[src/assert_macros.svh]
// assertion macros for the frame checker
// XFPC_ASSERT uses the module's clk and rst_n
// XFPC_ASSERT_CLK takes the clock and the active-low reset explicitly
`ifndef ASSERT_MACROS_SVH
`define ASSERT_MACROS_SVH

`ifndef SYNTHESIS
`define XFPC_ASSERT_CLK(label, clock, reset_n, prop, msg) \
    label: assert property (@(posedge clock) disable iff (!reset_n) prop) else $error(msg);
`define XFPC_ASSERT(label, prop, msg) \
    label: assert property (@(posedge clk) disable iff (!rst_n) prop) else $error(msg);
`else
`define XFPC_ASSERT_CLK(label, clock, reset_n, prop, msg)
`define XFPC_ASSERT(label, prop, msg)
`endif

`endif

[src/xfpc_pkg.sv]
// ----------------------------------------------------------------------------
// xfpc_pkg
// Types and constants shared by the framed packet checker modules.
// ----------------------------------------------------------------------------
package xfpc_pkg;

    // frame layout
    localparam logic [7:0]  SYNC_FIRST      = 8'h24;   // '$'
    localparam logic [7:0]  SYNC_SECOND     = 8'h4B;   // 'K'
    localparam logic [15:0] FRAME_OVERHEAD  = 16'd6;
    localparam logic [15:0] LAST_POS_MIN    = FRAME_OVERHEAD - 16'd1;
    localparam logic [15:0] POS_MAX         = 16'hFFFF;

    // byte positions of the header fields
    localparam logic [15:0] POS_SYNC_FIRST  = 16'd0;
    localparam logic [15:0] POS_SYNC_SECOND = 16'd1;
    localparam logic [15:0] POS_LEN_LOW     = 16'd2;
    localparam logic [15:0] POS_LEN_HIGH    = 16'd3;
    localparam logic [15:0] POS_ID          = 16'd4;

    // verdict codes, in check priority order after valid
    typedef enum logic [2:0] {
        VERDICT_VALID        = 3'd0,
        VERDICT_TOO_SHORT    = 3'd1,
        VERDICT_BAD_SYNC     = 3'd2,
        VERDICT_LEN_MISMATCH = 3'd3,
        VERDICT_ZERO_ID      = 3'd4,
        VERDICT_BAD_CHECKSUM = 3'd5
    } verdict_t;

    // one input byte transfer
    typedef struct packed {
        logic [7:0] frame_byte;
        logic       frame_end;
    } byte_item_t;

    // one verdict transfer
    typedef struct packed {
        verdict_t    verdict;
        logic [7:0]  message_id;
        logic [15:0] payload_length;
        logic [7:0]  checksum_seen;
    } result_item_t;

endpackage

[src/xfpc_byte_if.sv]
// ----------------------------------------------------------------------------
// xfpc_byte_if
// Byte stream channel: valid/ready handshake with one frame byte per transfer.
// ----------------------------------------------------------------------------
interface xfpc_byte_if;
    logic       valid;
    logic       ready;
    logic [7:0] frame_byte;
    logic       frame_end;

    modport source (output valid, output frame_byte, output frame_end, input ready);
    modport sink   (input valid, input frame_byte, input frame_end, output ready);
endinterface

[src/xfpc_result_if.sv]
// ----------------------------------------------------------------------------
// xfpc_result_if
// Verdict channel: valid/ready handshake with one frame verdict per transfer.
// ----------------------------------------------------------------------------
interface xfpc_result_if;
    logic        valid;
    logic        ready;
    logic [2:0]  verdict;
    logic [7:0]  message_id;
    logic [15:0] payload_length;
    logic [7:0]  checksum_seen;

    modport source (output valid, output verdict, output message_id,
                    output payload_length, output checksum_seen, input ready);
    modport sink   (input valid, input verdict, input message_id,
                    input payload_length, input checksum_seen, output ready);
endinterface

[src/xfpc_in_stage.sv]
// ----------------------------------------------------------------------------
// xfpc_in_stage
// Input register: holds one accepted byte until the frame tracker consumes it.
// ----------------------------------------------------------------------------
module xfpc_in_stage (
    input  logic                 clk,
    input  logic                 rst_n,
    input  logic                 in_valid,
    output logic                 in_ready,
    input  xfpc_pkg::byte_item_t in_data,
    output logic                 hold_valid,
    output xfpc_pkg::byte_item_t hold_data,
    input  logic                 take
);

    logic                 valid_reg;
    logic                 valid_next;
    xfpc_pkg::byte_item_t data_reg;

    // room when empty or when the held byte leaves this cycle
    assign in_ready   = !valid_reg || take;
    assign valid_next = (in_valid && in_ready) || (valid_reg && !take);

    // control state
    always_ff @(posedge clk or negedge rst_n)
    begin
        if (!rst_n)
        begin
            valid_reg <= 1'b0;
        end
        else
        begin
            valid_reg <= valid_next;
        end
    end

    // payload, loaded on each transfer
    always_ff @(posedge clk)
    begin
        if (in_valid && in_ready)
        begin
            data_reg <= in_data;
        end
    end

    assign hold_valid = valid_reg;
    assign hold_data  = data_reg;

endmodule

[src/xfpc_frame_track.sv]
// ----------------------------------------------------------------------------
// xfpc_frame_track
// Frame state: byte position, sync flag, header capture and running XOR.
// Works out the verdict for the byte being consumed in the same cycle.
// ----------------------------------------------------------------------------
`include "assert_macros.svh"

module xfpc_frame_track (
    input  logic                   clk,
    input  logic                   rst_n,
    input  logic                   step,
    input  xfpc_pkg::byte_item_t   cur,
    output xfpc_pkg::result_item_t result
);

    logic [15:0] pos_reg;
    logic [15:0] pos_next;
    logic        sync_bad_reg;
    logic        sync_bad_next;
    logic [7:0]  len_low_reg;
    logic [7:0]  len_low_next;
    logic [7:0]  len_high_reg;
    logic [7:0]  len_high_next;
    logic [7:0]  id_reg;
    logic [7:0]  id_next;
    logic [7:0]  xor_reg;
    logic [7:0]  xor_next;

    logic [7:0]  b;
    logic [15:0] len_cur;
    logic [7:0]  xor_base;
    logic        in_coverage;
    xfpc_pkg::verdict_t verdict_cur;

    assign b = cur.frame_byte;

    // header capture, including the byte now being consumed
    always_comb
    begin
        sync_bad_next = sync_bad_reg
            || ((pos_reg == xfpc_pkg::POS_SYNC_FIRST)  && (b != xfpc_pkg::SYNC_FIRST))
            || ((pos_reg == xfpc_pkg::POS_SYNC_SECOND) && (b != xfpc_pkg::SYNC_SECOND));
        len_low_next  = (pos_reg == xfpc_pkg::POS_LEN_LOW)  ? b : len_low_reg;
        len_high_next = (pos_reg == xfpc_pkg::POS_LEN_HIGH) ? b : len_high_reg;
        id_next       = (pos_reg == xfpc_pkg::POS_ID)       ? b : id_reg;
    end

    assign len_cur = {len_high_next, len_low_next};

    // running xor: restarted from the length bytes once both are in
    always_comb
    begin
        if (pos_reg == xfpc_pkg::POS_LEN_HIGH)
        begin
            xor_base = ((len_cur >= 16'd1) ? len_low_next : 8'h00)
                     ^ ((len_cur >= 16'd2) ? len_high_next : 8'h00);
        end
        else
        begin
            xor_base = xor_reg;
        end
        in_coverage = (pos_reg >= xfpc_pkg::POS_ID)
                   && ({1'b0, pos_reg} < ({1'b0, len_cur} + 17'd2));
        xor_next    = in_coverage ? (xor_base ^ b) : xor_base;
    end

    // checks in priority order
    always_comb
    begin
        if (pos_reg < xfpc_pkg::LAST_POS_MIN)
        begin
            verdict_cur = xfpc_pkg::VERDICT_TOO_SHORT;
        end
        else if (sync_bad_next)
        begin
            verdict_cur = xfpc_pkg::VERDICT_BAD_SYNC;
        end
        else if ((pos_reg == xfpc_pkg::POS_MAX)
              || ((pos_reg - xfpc_pkg::LAST_POS_MIN) != len_cur))
        begin
            verdict_cur = xfpc_pkg::VERDICT_LEN_MISMATCH;
        end
        else if (id_next == 8'h00)
        begin
            verdict_cur = xfpc_pkg::VERDICT_ZERO_ID;
        end
        else if (xor_next != b)
        begin
            verdict_cur = xfpc_pkg::VERDICT_BAD_CHECKSUM;
        end
        else
        begin
            verdict_cur = xfpc_pkg::VERDICT_VALID;
        end
    end

    assign result.verdict        = verdict_cur;
    assign result.message_id     = id_next;
    assign result.payload_length = len_cur;
    assign result.checksum_seen  = b;

    // saturating position
    assign pos_next = (pos_reg == xfpc_pkg::POS_MAX) ? pos_reg : (pos_reg + 16'd1);

    // frame state, cleared after each last byte
    always_ff @(posedge clk or negedge rst_n)
    begin
        if (!rst_n)
        begin
            pos_reg      <= '0;
            sync_bad_reg <= 1'b0;
            len_low_reg  <= '0;
            len_high_reg <= '0;
            id_reg       <= '0;
            xor_reg      <= '0;
        end
        else if (step)
        begin
            if (cur.frame_end)
            begin
                pos_reg      <= '0;
                sync_bad_reg <= 1'b0;
                len_low_reg  <= '0;
                len_high_reg <= '0;
                id_reg       <= '0;
                xor_reg      <= '0;
            end
            else
            begin
                pos_reg      <= pos_next;
                sync_bad_reg <= sync_bad_next;
                len_low_reg  <= len_low_next;
                len_high_reg <= len_high_next;
                id_reg       <= id_next;
                xor_reg      <= xor_next;
            end
        end
    end

    `XFPC_ASSERT(a_pos_clears_after_end, step && cur.frame_end |=> pos_reg == 16'd0, "position not cleared after last byte")
    `XFPC_ASSERT(a_pos_advances, step && !cur.frame_end && (pos_reg != xfpc_pkg::POS_MAX) |=> pos_reg == $past(pos_reg) + 16'd1, "position did not advance")
    `XFPC_ASSERT(a_sync_flag_needs_byte, sync_bad_reg |-> pos_reg != 16'd0, "sync flag set at frame start")

endmodule

[src/xfpc_out_reg.sv]
// ----------------------------------------------------------------------------
// xfpc_out_reg
// Result register: holds one verdict until the downstream side takes it.
// ----------------------------------------------------------------------------
module xfpc_out_reg (
    input  logic                   clk,
    input  logic                   rst_n,
    input  logic                   load,
    input  xfpc_pkg::result_item_t load_data,
    output logic                   free,
    output logic                   out_valid,
    input  logic                   out_ready,
    output xfpc_pkg::result_item_t out_data
);

    logic                   valid_reg;
    logic                   valid_next;
    xfpc_pkg::result_item_t data_reg;

    // slot can take a new verdict when empty or being emptied
    assign free       = !valid_reg || out_ready;
    assign valid_next = load || (valid_reg && !out_ready);

    // control state
    always_ff @(posedge clk or negedge rst_n)
    begin
        if (!rst_n)
        begin
            valid_reg <= 1'b0;
        end
        else
        begin
            valid_reg <= valid_next;
        end
    end

    // payload
    always_ff @(posedge clk)
    begin
        if (load)
        begin
            data_reg <= load_data;
        end
    end

    assign out_valid = valid_reg;
    assign out_data  = data_reg;

endmodule

[src/xor_framed_packet_checker_unit.sv]
// ----------------------------------------------------------------------------
// xor_framed_packet_checker_unit
// Byte-serial checker for '$' 'K' framed packets with an XOR checksum.
// ----------------------------------------------------------------------------
// Takes one byte per cycle on the frame channel, with frame_end on the last
// byte of each frame, and gives one verdict per frame on the result channel.
// A byte is accepted every cycle while results are taken; a byte waits only
// when it is a last byte and the result register still holds an untaken
// verdict. From the transfer of a last byte, its verdict passes through the
// input register and then the result register before it shows. The per-byte
// header capture, XOR update and check chain sit combinationally between
// these two registers.
`include "assert_macros.svh"

module xor_framed_packet_checker_unit (
    input  logic       clk,
    input  logic       rst_n,
    xfpc_byte_if.sink     frame,
    xfpc_result_if.source result
);

    xfpc_pkg::byte_item_t   in_data;
    xfpc_pkg::byte_item_t   hold_data;
    xfpc_pkg::result_item_t track_result;
    xfpc_pkg::result_item_t out_data;
    logic                   hold_valid;
    logic                   step;
    logic                   load;
    logic                   out_free;

    assign in_data.frame_byte = frame.frame_byte;
    assign in_data.frame_end  = frame.frame_end;

    // a byte leaves the input register unless it is a last byte with no room
    assign step = hold_valid && (!hold_data.frame_end || out_free);
    assign load = step && hold_data.frame_end;

    xfpc_in_stage u_in_stage (
        .clk        (clk),
        .rst_n      (rst_n),
        .in_valid   (frame.valid),
        .in_ready   (frame.ready),
        .in_data    (in_data),
        .hold_valid (hold_valid),
        .hold_data  (hold_data),
        .take       (step)
    );

    xfpc_frame_track u_frame_track (
        .clk    (clk),
        .rst_n  (rst_n),
        .step   (step),
        .cur    (hold_data),
        .result (track_result)
    );

    xfpc_out_reg u_out_reg (
        .clk       (clk),
        .rst_n     (rst_n),
        .load      (load),
        .load_data (track_result),
        .free      (out_free),
        .out_valid (result.valid),
        .out_ready (result.ready),
        .out_data  (out_data)
    );

    assign result.verdict        = out_data.verdict;
    assign result.message_id     = out_data.message_id;
    assign result.payload_length = out_data.payload_length;
    assign result.checksum_seen  = out_data.checksum_seen;

    `XFPC_ASSERT(a_no_overwrite, result.valid && !result.ready |-> !load, "waiting verdict overwritten")
    `XFPC_ASSERT(a_valid_has_id, result.valid && (result.verdict == xfpc_pkg::VERDICT_VALID) |-> result.message_id != 8'h00, "valid verdict with zero id")
    `XFPC_ASSERT(a_stall_blocks_input, hold_valid && !step |-> !frame.ready, "input taken while stage stalled")

endmodule
[src/flat_wrapper.sv]
// flat-port wrapper written by rule: the top's interface ports become plain ports
module xor_framed_packet_checker_unit_flat 
  (clk, rst_n, frame_valid, frame_frame_byte, frame_frame_end, frame_ready, result_valid, result_verdict, result_message_id, result_payload_length, result_checksum_seen, result_ready);
  xfpc_byte_if frame_i ();
  xfpc_result_if result_i ();
  input  logic clk;
  input  logic rst_n;
  input wire logic [$bits(frame_i.valid)-1:0] frame_valid;
  input wire logic [$bits(frame_i.frame_byte)-1:0] frame_frame_byte;
  input wire logic [$bits(frame_i.frame_end)-1:0] frame_frame_end;
  output wire logic [$bits(frame_i.ready)-1:0] frame_ready;
  output wire logic [$bits(result_i.valid)-1:0] result_valid;
  output wire logic [$bits(result_i.verdict)-1:0] result_verdict;
  output wire logic [$bits(result_i.message_id)-1:0] result_message_id;
  output wire logic [$bits(result_i.payload_length)-1:0] result_payload_length;
  output wire logic [$bits(result_i.checksum_seen)-1:0] result_checksum_seen;
  input wire logic [$bits(result_i.ready)-1:0] result_ready;
  assign frame_i.valid = frame_valid;
  assign frame_i.frame_byte = frame_frame_byte;
  assign frame_i.frame_end = frame_frame_end;
  assign frame_ready = frame_i.ready;
  assign result_valid = result_i.valid;
  assign result_verdict = result_i.verdict;
  assign result_message_id = result_i.message_id;
  assign result_payload_length = result_i.payload_length;
  assign result_checksum_seen = result_i.checksum_seen;
  assign result_i.ready = result_ready;
  xor_framed_packet_checker_unit u_core (.clk(clk), .rst_n(rst_n), .frame(frame_i), .result(result_i));
endmodule
[config.mk]
export PLATFORM = sky130hd
export DESIGN_NAME = xor_framed_packet_checker_unit_flat
export DESIGN_NICKNAME = d
export VERILOG_FILES = /design/src/xfpc_pkg.sv /design/src/xfpc_byte_if.sv /design/src/xfpc_result_if.sv /design/src/xfpc_in_stage.sv /design/src/xfpc_frame_track.sv /design/src/xfpc_out_reg.sv /design/src/xor_framed_packet_checker_unit.sv /design/src/flat_wrapper.sv
export VERILOG_INCLUDE_DIRS = /design/src /design/src/src
export SDC_FILE = /design/constraint.sdc
export NUM_CORES = 1
export LEC_CHECK = 0
export BUFFER_PORTS_ARGS = -buffer_cell sky130_fd_sc_hd__buf_2
export CORE_AREA = 2 2 157 113
export DETAILED_ROUTE_END_ITERATION = 16
export DIE_AREA = 0 0 159 115
export PLACE_DENSITY_LB_ADDON = 0.12
export SLEW_MARGIN = 10
export SYNTH_ARGS = -nofsm -noshare
export SYNTH_HDL_FRONTEND = slang
export SYNTH_SLANG_ARGS = --single-unit
[constraint.sdc]
create_clock -name clk -period 6.8 [get_ports clk]
set_clock_uncertainty 0.2 [all_clocks]
set_input_delay 0.34 -clock clk [delete_from_list [all_inputs] [get_ports clk]]
set_output_delay 0.34 -clock clk [all_outputs]
set_load 0.05 [all_outputs]
* After elaboration in Yosys (flattened, before gate mapping)
Cells that the tools add are included.
** Cells by class
- Muxes and demuxes :: 18
- Equality and inequality tests :: 10
- Reductions and logical operators :: 25
- Bitwise logic cells :: 2
- Add/subtract/negate cells :: 3
- $lt $le $gt $ge :: 5
** Operators by type and width (count)
- 8-bit two-way mux :: 11
- 16-bit by 2-bit == test with 1-bit output, second input constant :: 2
- 16-bit two-way mux :: 2
- 16-bit by 2-bit adder with 17-bit output, second input constant :: 1
- 16-bit by 17-bit less-than comparator with 1-bit output :: 1
- 16-bit by 1-bit adder with 16-bit output, second input constant :: 1
- 16-bit by 1-bit == test with 1-bit output, second input constant :: 1
- 16-bit == test, second input constant :: 1
- 16-bit by 3-bit == test with 1-bit output, second input constant :: 1
- 16-bit by 1-bit greater-or-equal comparator with 1-bit output, second input constant :: 1
- 16-bit by 2-bit greater-or-equal comparator with 1-bit output, second input constant :: 1
- 16-bit by 3-bit greater-or-equal comparator with 1-bit output, second input constant :: 1
- 16-bit logical NOT :: 1
- 16-bit by 3-bit less-than comparator with 1-bit output, second input constant :: 1
- 16-bit != test :: 1
- 16-bit by 3-bit subtractor with 16-bit output, second input constant :: 1
- 8-bit XOR :: 2
- 1-bit logical AND :: 8
- 8-bit logical NOT :: 1
- 1-bit logical OR :: 8
- 8-bit by 6-bit != test with 1-bit output, second input constant :: 1
- 8-bit by 7-bit != test with 1-bit output, second input constant :: 1
- 8-bit != test :: 1
- 3-bit two-way mux :: 2
- 6 further kinds :: 11
** Storage, ports and cells
- Bits of input ports :: 13
- Output and inout bits :: 37
- Logic and storage cells :: 78
- Bits in registers :: 95

* Logic depth before layout (Yosys ltp)
Gate-level depths: netlist (run 1).
- Depth after elaboration :: 13
- Gate-level depth with buffers :: 23
- Mapped depth without buffers :: 21

* Modules after synthesis
From an unflattened synthesis (run 1), not the netlist that was laid out.
** Unflattened totals
- Cells, all modules :: 595
- Area total of the unflattened synthesis :: 5926.9 µm²
** By module, submodules not included
- xfpc_frame_track :: instances 1, cells an instance 541, seq. area each 1226.2 µm², area each 4485.6 µm²
- xfpc_out_reg :: instances 1, cells an instance 38, seq. area each 1076.0 µm², area each 1098.6 µm²
- xfpc_in_stage :: instances 1, cells an instance 13, seq. area each 295.3 µm², area each 324.1 µm²
- xor_framed_packet_checker_unit :: instances 1, cells an instance 3, seq. area each 0.0 µm², area each 18.8 µm²

* Least setup slack after synthesis (run 1)
OpenSTA, ideal clock, no wires.
- Path kind :: reg-to-reg
- Start point :: reg u_core.u_frame_track.pos_reg[10]
- End point :: reg u_core.u_out_reg.data_reg, in the netlist u_core.u_out_reg.out_data[34], data pin
- Path buffers :: 2
- Arrival time :: 4.867 ns
- Data required time :: 6.329 ns
- Path slack :: 1.462 ns
- Stages on the path, launching flop included :: 23
- Clock period less this slack :: 5.338 ns
- Library setup time :: 0.271 ns
- Cells stage by stage :: dfrtp_1 > buf_6 > or4_4 > nor4_4 > nand3_4 > mux2i_1 > inv_1 > ha_1 > nand3_2 > or4_4 > nor2_2 > xnor2_1 > ha_1 > and3_1 > a221oi_1 > a21oi_1 > nor2_1 > nand2_1 > buf_2 > mux2i_1 > a2111oi_4 > and4b_1 > nor4_2
** RTL lines
- start: declaration :: line xfpc_frame_track.sv:16 : logic [15:0] pos_reg;
- start signal: assignment :: line xfpc_frame_track.sv:130 : pos_reg <= pos_next;
- end signal: assignment :: line xfpc_out_reg.sv:42 : data_reg <= load_data;
- end: declaration :: line xfpc_out_reg.sv:18 : xfpc_pkg::result_item_t data_reg;

==> results by group, run 1 <==
Run status
  • Status: finished, final reports clean

Route
  • TritonRoute pass-1 iters: 5
  • Remaining DRCs: 0
  • Metal3 WL: 1130 um
  • Post-Route WL: 18,100 um
  • Wirelength per Cell: 19.8 um
  • Vias per Instance: 5.48
  • Wire length on met1: 9530 um
  • WL met2: 7260 um
  • Top routing layer in use: met4
  • Vias after detailed routing: 5,015
  • Antenna-violating nets left: 0
  • Initial drt markers: 423

Clock tree
  • Total CTS buffers: 9
  • Clock latency on the worst-skew pair: 0.36 ns
  • Resize count post-CTS: 0
  • Root buf cell: clkbuf_16
  • Clk slew on worst S/H paths: 0.06 ns
  • CTS HTree Levels: 3
  • CTS Buffer Depth: 2
  • CTS tree: yes
  • Sink Count: 95

Synth
  • Synth top cells by count: nand2_1 (70), dfrtp_1 (51), o21ai_0 (45)
  • Top post-synthesis cells by area: edfxtp_1 (22%), dfrtp_1 (21%), xnor2_1 (5.7%)
  • Most frequent cell after synthesis: nand2_1
  • EDFF count, synth: 44
  • Async set-reset flop share out of synthesis: 53.7%
  • Register area share after synthesis: 42.6%
  • FF+latch count, synth: 95
  • Synth Flop Type: dfrtp_1
  • Synth Warn #: 0
  • Net Count, Synth: 666
  • Post-Syn Area: 6100 um^2
  • Top cell type by total area after synthesis: edfxtp_1
  • Mapped Cells: 631
  • Post-synth top area share: 21.7%
  • Post-synthesis average cell area: 9.67 um^2
  • Unique cell type count in the Yosys netlist: 72

Global routing
  • Largest net degree at the start of global routing: 52
  • Global route overflow: 0
  • Number of global-route vias before repair: 4,817
  • Antenna violations before repair: 0
  • Tot GR Track Use: 20.6%
  • Global-route wire length before repair: 28,800 um

Timing
  • Fmax: 0.157 GHz
  • Unrepaired setup endpoints after global routing: false
  • Worst-margin pin slew: 1.21 ns
  • Fin crit period: 6.37 ns
  • TNS Setup: 0 ns
  • Slew Limit Fails: 0
  • Final cycle utilization of the critical path: 93.7%
  • Final hold violations: 0
  • Final setup vio count: 0
  • Worst relative slew slack: 17.0%

Flow run
  • Max Cap Viol: 0

Pwr
  • Sw power: 666 uW
  • Pwr per Cell Area: 259 nW/um^2
  • Clock power frac: 27.5%
  • Reg power frac: 39.7%
  • Gate power share: 32.8%
  • Worst vdd ir: 123 uV
  • Switch share: 36.8%
  • Leakage: 0.00299 uW
  • Internal power: 1140 uW

Final layout
  • Final net count: 714
  • Filler instances: 1,699
  • Area Growth Syn to Fin: 14.5%
  • Layout cell share with drive strength beyond 1: 16.7%
  • Antenna cells: 0
  • Final instance area: 6990 um^2
  • Max FFs per register: 35

Worst setup path
  • Crit end category: flip-flop
  • RR Startpoint: u_core.u_frame_track.pos_reg[14]
  • CP max FO: 15
  • Data arrival, critical path: 6.26 ns
  • WP data required: 6.69 ns
  • R2R Path End: u_core.u_out_reg.out_data[34]
  • Worst reg-to-reg path cell count: 21
  • Reg2Reg Setup Slack: 0.43 ns
  • Crit start category: flip-flop
  • Critical path class: flip-flop to flip-flop

Floorplanning
  • Die W: 159 um
  • Io pins: 50
  • Total die area: 18,300 um^2
  • Initial core utilization: 36.3%
  • Die Y: 115 um
  • Core ar.: 16,800 um^2
  • Row count: 40

Placed design
  • Area after DPL: 6560 um^2
  • DP Wirelength: 12,900 um
  • Buffers added on ports: 49
  • RD Place Congestion: 0.886

Worst hold path
  • Worst hold start: result_ready
  • Worst hold path class: primary input to flip-flop
  • Min-Delay Endpoint: u_core.u_out_reg.out_valid
  • Hold path depth: 2
-- per-layer routing --
layer  GRT usage [%]  up-vias
li1                -     2368
met1            31.5     2466
met2            29.5      168
met3            4.58       13
met4            4.55        0
met5               0        -
-- critical path, stage by stage (launching register included) --
cell and delay [ns]:
dfrtp_1 0.49, or4_4 0.62, nor4_4 0.25, buf_4 0.18, nand3_4 0.22, mux2i_1 0.24, inv_1 0.14, ha_1 0.26
nand3_2 0.16, or4_4 0.54, nor2_2 0.13, xnor2_1 0.16, ha_1 0.30, and3_1 0.20, a221oi_1 0.43, a21oi_1 0.09
nor2_1 0.14, nand2_1 0.34, xnor2_1 0.29, a2111oi_4 0.41, and4b_1 0.26, nor4_2 0.04
-- power by group through the flow --
| stage | sequential [uW] | combinational, uW | clock (uW) |
|---|---|---|---|
| 2_1_floorplan | 765 | 379 | 0 |
| 3_3_place_gp | 727 | 578 | 0 |
| 3_5_place_dp | 727 | 580 | 0 |
| 4_1_cts | 717 | 589 | 512 |
| 5_1_grt | 726 | 649 | 531 |
| 6_report | 718 | 594 | 498 |
-- layout make-up --
class,instances,area [um^2],area share [%]
timing repair buffer,75,468,6.70
clock buffer,12,256,3.67
inverter,35,131,1.88
clock inverter,4,28.8,0.412
sequential,95,2600,37.2
multi-input combinational,463,3220,46.0
tap,231,289,4.14
-- cells by family after synthesis --
logic type	share of synthesized area, %
AO/OA/AOI/OAI	14.0
XOR/XNOR	7.46
adder cells (fa/ha/maj)	4.51
buffers and inverters	5.19
flip-flops	42.6
multiplexers	5.23
AND/OR/NAND/NOR	21.0
-- stage by stage --
step | total power (uW) | setup slack (ns) | hold WS, ns | cells | util [%]
after detailed placement | 1310 | 0.423 | 0.271 | 885 | 39.0
final | 1810 | 0.429 | 0.0579 | 915 | 41.5
after CTS | 1820 | 0.358 | 0.0376 | 912 | 41.4
after floorplan | 1140 | 1.46 | -0.156 | 631 | -
after global placement | 1310 | 0.628 | 0.262 | 885 | 39.0
after global routing | 1910 | 0.0733 | 0.0709 | 915 | 41.5
-- cell usage in the layout (no fill, tap or decap), drive strengths merged, types with 3 or more instances in the layout --
| cell type | netlist | final |
|---|---|---|
| nand2 | 70 | 70 |
| buf | 15 | 64 |
| dfrtp | 51 | 51 |
| o21ai | 46 | 46 |
| edfxtp | 44 | 44 |
| nor2 | 44 | 44 |
| xnor2 | 40 | 40 |
| inv | 34 | 35 |
| nand3 | 24 | 24 |
| mux2i | 23 | 23 |
| a21oi | 22 | 22 |
| ha | 22 | 22 |
| nor4 | 14 | 14 |
| xor2 | 12 | 12 |
| or3 | 12 | 12 |
| clkbuf | 23 | 12 |
| dlygate4sd3 | 0 | 11 |
| nand4 | 11 | 11 |
| nor3 | 8 | 8 |
| or4 | 8 | 8 |
| and3 | 7 | 7 |
| o22ai | 7 | 7 |
| and2 | 7 | 7 |
| and4 | 7 | 7 |
| o31ai | 7 | 7 |
| a21o | 6 | 6 |
| mux2 | 5 | 5 |
| a221oi | 5 | 5 |
| nand2b | 4 | 4 |
| nor2b | 4 | 4 |
| a211oi | 4 | 4 |
| a22oi | 4 | 4 |
| o21a | 4 | 4 |
| a31oi | 3 | 3 |
| nand3b | 3 | 3 |
| a22o | 3 | 3 |
| nor4b | 3 | 3 |
-- worst max path at each step --
stage                                           startpoint                            end  slack (ns)  cells after the start
after floorplan           u_core.u_frame_track.pos_reg[10]  u_core.u_out_reg.out_data[34]        1.46                     22
after global placement    u_core.u_frame_track.pos_reg[10]  u_core.u_out_reg.out_data[34]        0.63                     20
after detailed placement  u_core.u_frame_track.pos_reg[10]  u_core.u_out_reg.out_data[34]        0.42                     20
after CTS                 u_core.u_frame_track.pos_reg[10]  u_core.u_out_reg.out_data[34]        0.36                     20
after global routing      u_core.u_frame_track.pos_reg[10]  u_core.u_out_reg.out_data[34]        0.07                     21
final                     u_core.u_frame_track.pos_reg[14]  u_core.u_out_reg.out_data[34]        0.43                     21
-- repair_timing --
action / 4_1_cts / 5_1_grt
hold buffers: 11 / 0
buffers inserted: 0 / 3
endpoints found under the setup margin: 0 / 2
hold endpoints to repair: 61 / 0
No activity file was read; power rests on OpenSTA's default activity.
==> run 2: changes to the inputs <==
==> constraint.sdc (replaced) <==
create_clock -name clk -period 6.05 [get_ports clk]
set_clock_uncertainty 0.2 [all_clocks]
set_input_delay 0.3025 -clock clk [delete_from_list [all_inputs] [get_ports clk]]
set_output_delay 0.3025 -clock clk [all_outputs]
set_load 0.05 [all_outputs]
==> run 2 against run 1 <==
Via count grew 1.3%. Sequential share of layout area is 0.75 points lower. Total power increased by 15%. Cell count increased by 1.9%. Clock power up 20%. Count of clock-buffer cells in the layout decreased by 2. Critical path depth unchanged. Cell area grew 2.1%. Largest power group unchanged.
==> results by group, run 2 (same netlist as run 1, synthesis figures left out) <==
Worst setup path
  • Slowest stage delay, CP: 0.59 ns (-0.03 ns)
  • Top delay family on crit path: simple AND/OR/NAND/NOR gates
  • Data arrival, critical path: 5.60 ns (-0.66 ns)
  • Critical path class: flip-flop to flip-flop
  • CP bufs+invs: 2 (unchanged)
  • CP max-delay cell: or4_4
  • WP data required: 5.94 ns (-0.75 ns)
  • Crit start category: flip-flop
  • CP max FO: 9 (-6)
  • Crit end category: flip-flop
  • Crit path cell chain: or4_4 > nor4_4 > buf_4 > nand3_4 > mux2i_1 > inv_1 > ha_1 > nand3_2 > or4_4 > nor2_2 > xnor2_1 > ha_1 > and3_1 > a221oi_1 > a21oi_1 > nor2_1 > nand2_2 > xnor2_1 > a2111oi_4 > and4b_1 > nor4_2

Global routing
  • Global-route wire length before repair: 29,500 um (+2.3%)
  • Number of global-route vias before repair: 4,956 (+2.9%)
  • Global route overflow: 0 (unchanged)
  • Antenna violations before repair: 0 (unchanged)
  • Largest net degree at the start of global routing: 52 (unchanged)
  • Tot GR Track Use: 21.1% (+0.50 points)

Final layout
  • Core Util, Final: 42.4% (+0.86 points)
  • Antenna cells: 0 (unchanged)
  • Final net count: 731 (+2.4%)
  • Max FFs per register: 35 (unchanged)
  • Area Growth Syn to Fin: 16.9%
  • Leading cell types in the layout, fill and taps excluded: nand2_1 (69), dfrtp_1 (51), buf_2 (49), o21ai_0 (45), edfxtp_1 (44)
  • Most common cell after layout, fill and taps aside: nand2_1
  • Layout cell share with drive strength beyond 1: 18.8% (+2.2 points)

Route
  • TritonRoute pass-1 iters: 5 (unchanged)
  • Vias per Instance: 5.45 (-0.53%)
  • Wirelength per Cell: 20.1 um (+1.5%)
  • Vias after detailed routing: 5,081 (+1.3%)
  • Remaining DRCs: 0 (unchanged)
  • Post-Route WL: 18,700 um (+3.4%)
  • Initial drt markers: 434 (+2.6%)
  • Antenna-violating nets left: 0 (unchanged)

Timing
  • Final setup vio count: 0 (unchanged)
  • Slew Limit Fails: 0 (unchanged)
  • Fmax: 0.175 GHz (+12%)
  • Final cycle utilization of the critical path: 94.4% (+0.70 points)
  • Worst-margin pin slew: 1.23 ns (+0.0146 ns)
  • Fin crit period: 5.71 ns (-0.660 ns)
  • Worst relative slew slack: 17.3% (+0.37 points)
  • TNS Setup: 0 ns (unchanged)
  • Unrepaired setup endpoints after global routing: false
  • Final hold violations: 0 (unchanged)

Clock tree
  • Clk slew on worst S/H paths: 0.07 ns (about the same)
  • CTS tree: yes
  • CTS Buffer Depth: 2 (unchanged)
  • Root buf cell: clkbuf_16
  • CTS HTree Levels: 3 (unchanged)
  • Sink Count: 95 (unchanged)
  • Clock latency on the worst-skew pair: 0.35 ns (about the same)
  • Total CTS buffers: 9 (unchanged)

Pwr
  • Overall Power: 2080 uW (+15%)
  • Pwr per Cell Area: 292 nW/um^2 (+13%)
  • Worst vdd ir: 107 uV (-13%)
  • Leakage: 0.00309 uW (+3.5%)

Worst hold path
  • Worst hold path class: primary input to flip-flop

Floorplanning
  • Die W: 159 um (unchanged)
  • Total die area: 18,300 um^2 (unchanged)
  • Initial core utilization: 36.3% (unchanged)
  • Io pins: 50 (unchanged)
  • Row count: 40 (unchanged)
  • Die Y: 115 um (unchanged)
  • Core ar.: 16,800 um^2 (unchanged)

Placed design
  • DP Wirelength: 13,500 um (+5.2%)
  • Buffers added on ports: 49 (unchanged)
  • RD Place Congestion: 0.869 (-1.9%)

Run status
  • Status: finished, final reports clean

Flow run
  • Max Cap Viol: 0 (unchanged)
-- run 2: cell count changes in the layout (fill, tap and decap cells not counted) --
cell,previous run,this run
nand2_2,0,1
clkbuf_1,1,0
nor4_1,10,11
bufinv_16,0,1
clkinvlp_4,2,0
inv_6,1,2
buf_4,15,32
clkinv_4,0,1
nor4_2,3,2
clkbuf_8,2,1
nand2_1,70,69
clkinv_2,1,2
-- run 2: final cells by class --
type | instances | area (um^2)
Timing Repair Buffer | 92 | 596
Clock buffer | 10 | 239
Fill cell | 1695 | 9690
Sequential cell | 95 | 2600
Clock inverter | 6 | 66.3
Inverter | 35 | 131
Tap cell | 231 | 289
Multi-Input combinational cell | 463 | 3210
-- run 2: metrics by stage --
| step | setup slack [ns] | instance area [um^2] | instances | hold WS (ns) |
|---|---|---|---|---|
| 6_report | 0.340 | 7130 | 932 | 0.0231 |
| 5_1_grt | 0.00663 | 7130 | 932 | 0.0189 |
| 3_3_place_gp | 0.458 | 6710 | 904 | 0.263 |
| 4_1_cts | 0.242 | 7120 | 931 | 0.0121 |
| 3_5_place_dp | 0.255 | 6710 | 904 | 0.273 |
| 2_1_floorplan | 0.712 | 6100 | 631 | -0.193 |
-- run 2: timing repair --
item / 4_1_cts / 5_1_grt
gates resized for setup: 0 / 1
endpoints found under the setup margin: 0 / 2
buffers inserted: 0 / 1
hold endpoints to repair: 61 / 0
hold buffers: 11 / 0
-- run 2: path summary, 6_finish.rpt --
| kind | startpoint | end | slack (ns) | cells after the start |
|---|---|---|---|---|
| worst min register to register | u_core.u_frame_track.id_reg[2] | u_core.u_frame_track.id_reg[2] | 0.29 | 2 |
| min in group asynchronous | rst_n | u_core.u_frame_track.pos_reg[9] | 0.43 | 3 |
| max in group asynchronous | rst_n | u_core.u_frame_track.xor_reg[4] | 4.71 | 3 |
| worst min-delay path | result_ready | u_core.u_out_reg.out_valid | 0.02 | 2 |
| worst max-delay path | u_core.u_frame_track.pos_reg[5] | u_core.u_out_reg.out_data[34] | 0.34 | 21 |
| worst max register to register | u_core.u_frame_track.pos_reg[5] | u_core.u_out_reg.out_data[34] | 0.34 | 21 |
-- run 2: where the power goes --
group / switching [uW] / total (uW) / internal (uW)
clock network: 262 / 596 / 334
registers: 60.4 / 806 / 746
logic: 433 / 680 / 247
total: 756 / 2080 / 1330
-- run 2: per-layer routing --
layer	vias up	wire, um	GRT usage, %
li1	2405	-	-
met1	2502	9870	32.5
met2	162	7570	29.9
met3	12	1130	4.55
met4	0	167	4.97
met5	-	0	0
==> run 3: changes to the inputs <==
--- a/config.mk
+++ b/config.mk
@@ -10,7 +10,7 @@
 export CORE_AREA = 2 2 157 113
 export DETAILED_ROUTE_END_ITERATION = 16
 export DIE_AREA = 0 0 159 115
-export PLACE_DENSITY_LB_ADDON = 0.12
+export PLACE_DENSITY = 0.5
 export SLEW_MARGIN = 10
 export SYNTH_ARGS = -nofsm -noshare
 export SYNTH_HDL_FRONTEND = slang
==> run 3 against run 2 <==
First-iteration DRC count increased by 3.0%. Critical path type unchanged. Highest routed layer unchanged. Largest power group unchanged. Flip-flop and latch count stayed put. Worst hold slack gained 0.26 ns.
==> results by group, run 3 (same netlist as run 1, synthesis figures left out) <==
Timing
  • Worst relative slew slack: 38.7% (+21 points)
  • TNS Setup: 0 ns (unchanged)
  • Final Hold Slack: 0.283 ns (+0.260 ns)
  • Final cycle utilization of the critical path: 95.7% (+1.3 points)
  • Fin crit period: 5.79 ns (+0.0792 ns)
  • Slew Limit Fails: 0 (unchanged)
  • Setup slack after layout: 0.260 ns (-0.0792 ns)
  • Final hold violations: 0 (unchanged)
  • Final setup vio count: 0 (unchanged)
  • Fmax: 0.173 GHz (-1.4%)
  • Unrepaired setup endpoints after global routing: false
  • Worst-margin pin slew: 0.918 ns (-0.311 ns)

Floorplanning
  • Core ar.: 16,800 um^2 (unchanged)
  • Die W: 159 um (unchanged)
  • Io pins: 50 (unchanged)
  • Die Y: 115 um (unchanged)
  • Initial core utilization: 36.3% (unchanged)
  • Total die area: 18,300 um^2 (unchanged)
  • Row count: 40 (unchanged)

Final layout
  • Most common cell after layout, fill and taps aside: nand2_1
  • Layout cell share with drive strength beyond 1: 19.0% (+0.17 points)
  • Core Util, Final: 42.4% (unchanged)
  • Max FFs per register: 35 (unchanged)
  • Finished Layout Cells: 931 (-0.11%)
  • Filler instances: 1,674 (-1.2%)
  • Antenna cells: 0 (unchanged)
  • Leading cell types in the layout, fill and taps excluded: nand2_1 (69), dfrtp_1 (50), buf_2 (49), o21ai_0 (45), edfxtp_1 (44)
  • Area Growth Syn to Fin: 16.9% (unchanged)
  • Final net count: 730 (-0.14%)

Global routing
  • Gr busiest metal: met1
  • M1 GR Usage: 32.0% (-0.52 points)
  • Largest net degree at the start of global routing: 52 (unchanged)
  • Antenna violations before repair: 0 (unchanged)
  • Global route overflow: 0 (unchanged)
  • Met2 Use GR: 29.5% (-0.43 points)
  • Met3 capacity usage during global routing: 5.16% (+0.61 points)
  • Tot GR Track Use: 21.0% (-0.11 points)
  • Number of global-route vias before repair: 4,942 (-0.28%)
  • Global-route wire length before repair: 29,500 um (+0.21%)

Clock tree
  • Root buf cell: clkbuf_16
  • CTS tree: yes
  • CTS HTree Levels: 3 (unchanged)
  • Sink Count: 95 (unchanged)
  • CTS Buffer Depth: 2 (unchanged)
  • Clk slew on worst S/H paths: 0.07 ns (about the same)
  • Clock latency on the worst-skew pair: 0.35 ns (about the same)
  • Total CTS buffers: 9 (unchanged)

Worst setup path
  • Crit start category: flip-flop
  • Critical path class: flip-flop to flip-flop
  • WP data required: 5.93 ns (about the same)
  • Crit end category: flip-flop
  • Data arrival, critical path: 5.67 ns (+0.07 ns)
  • CP max FO: 10 (+1)

Flow run
  • Max Cap Viol: 0 (unchanged)

Route
  • Wirelength per Cell: 19.9 um (-1.1%)
  • Vias per Instance: 5.54 (+1.7%)
  • Initial drt markers: 447 (+3.0%)
  • Antenna-violating nets left: 0 (unchanged)
  • Remaining DRCs: 0 (unchanged)
  • TritonRoute pass-1 iters: 5 (unchanged)
  • Post-Route WL: 18,500 um (-1.2%)
  • Vias after detailed routing: 5,160 (+1.6%)

Pwr
  • Leakage: 0.00308 uW (-0.32%)
  • Pwr per Cell Area: 291 nW/um^2 (-0.37%)
  • Worst vdd ir: 141 uV (+32%)

Run status
  • Status: finished, final reports clean

Placed design
  • RD Place Congestion: 0.885 (+1.9%)
  • Buffers added on ports: 49 (unchanged)
  • Placed cell count: 902 (-0.22%)
  • DP Wirelength: 13,400 um (-1.1%)
  • Placement Setup Slack: 0.211 ns (-0.0435 ns)

Worst hold path
  • Worst hold path class: flip-flop to flip-flop
[run 3: changes by cell type in the layout (fill, tap and decap cells not counted), sizes merged]
cell,change
clkinv,+2
clkbuf,-1
buf,-2
dlygate4sd3,+1
inv,-1
[run 3: metrics by stage]
stage | instance area (um^2) | total power (uW)
2_1_floorplan | 6100 | 1290
3_3_place_gp | 6690 | 1480
3_5_place_dp | 6700 | 1490
4_1_cts | 7110 | 2080
5_1_grt | 7130 | 2190
6_report | 7130 | 2070
[run 3: report_power, final]
group | leakage (uW) | switching, uW | total [uW] | internal, uW
sequential | 0.00112 | 59.5 | 805 | 746
combinational | 0.00181 | 438 | 686 | 248
clock | 0.000150 | 262 | 583 | 321
[run 3: cell type report]
class	instances	area, um^2	area share (%)
well taps	231	289	4.05
repair buffers	91	591	8.28
clock inverters	7	71.3	1.00
flip-flops and latches	95	2600	36.4
inverters	35	131	1.84
clock buffers	9	225	3.16
multi-input cells	463	3220	45.2
[run 3: critical path: stages (launching register included)]
cell and delay (ns):
dfrtp_2 0.48, or4_4 0.60, nor4_4 0.38, buf_4 0.19, nand3_4 0.07, mux2i_1 0.18, inv_1 0.13, ha_1 0.25
nand3_2 0.13, or4_4 0.52, nor2_2 0.13, xnor2_1 0.14, ha_1 0.29, and3_1 0.21, a221oi_2 0.31, a21oi_1 0.08
nor2_1 0.16, nand2_2 0.18, xnor2_1 0.22, a2111oi_4 0.37, and4b_1 0.25, nor4_2 0.04
[run 3: layer usage]
metal / wire, um / up-vias
met3: 1230 / 17
met4: 264 / 0
li1: - / 2417
met2: 7260 / 205
met1: 9740 / 2521
met5: 0 / -
[run 3: worst paths after layout]
kind                                                  startpoint                               end  slack (ns)  cells past startpoint
worst max-delay path            u_core.u_frame_track.pos_reg[14]     u_core.u_out_reg.out_data[34]        0.26                     21
worst min register to register    u_core.u_frame_track.id_reg[4]    u_core.u_frame_track.id_reg[4]        0.28                      2
worst min-delay path              u_core.u_frame_track.id_reg[4]    u_core.u_frame_track.id_reg[4]        0.28                      2
max in group asynchronous                                  rst_n  u_core.u_frame_track.pos_reg[14]        4.69                      3
worst max register to register  u_core.u_frame_track.pos_reg[14]     u_core.u_out_reg.out_data[34]        0.26                     21
min in group asynchronous                                  rst_n   u_core.u_frame_track.pos_reg[8]        0.43                      3
[run 3: repair_timing]
item / CTS / global route
setup endpoints to repair: 0 / 2
resized for setup: 0 / 3
hold buffers: 12 / 0
endpoints found under the hold margin: 62 / 0
setup buffers: 0 / 1
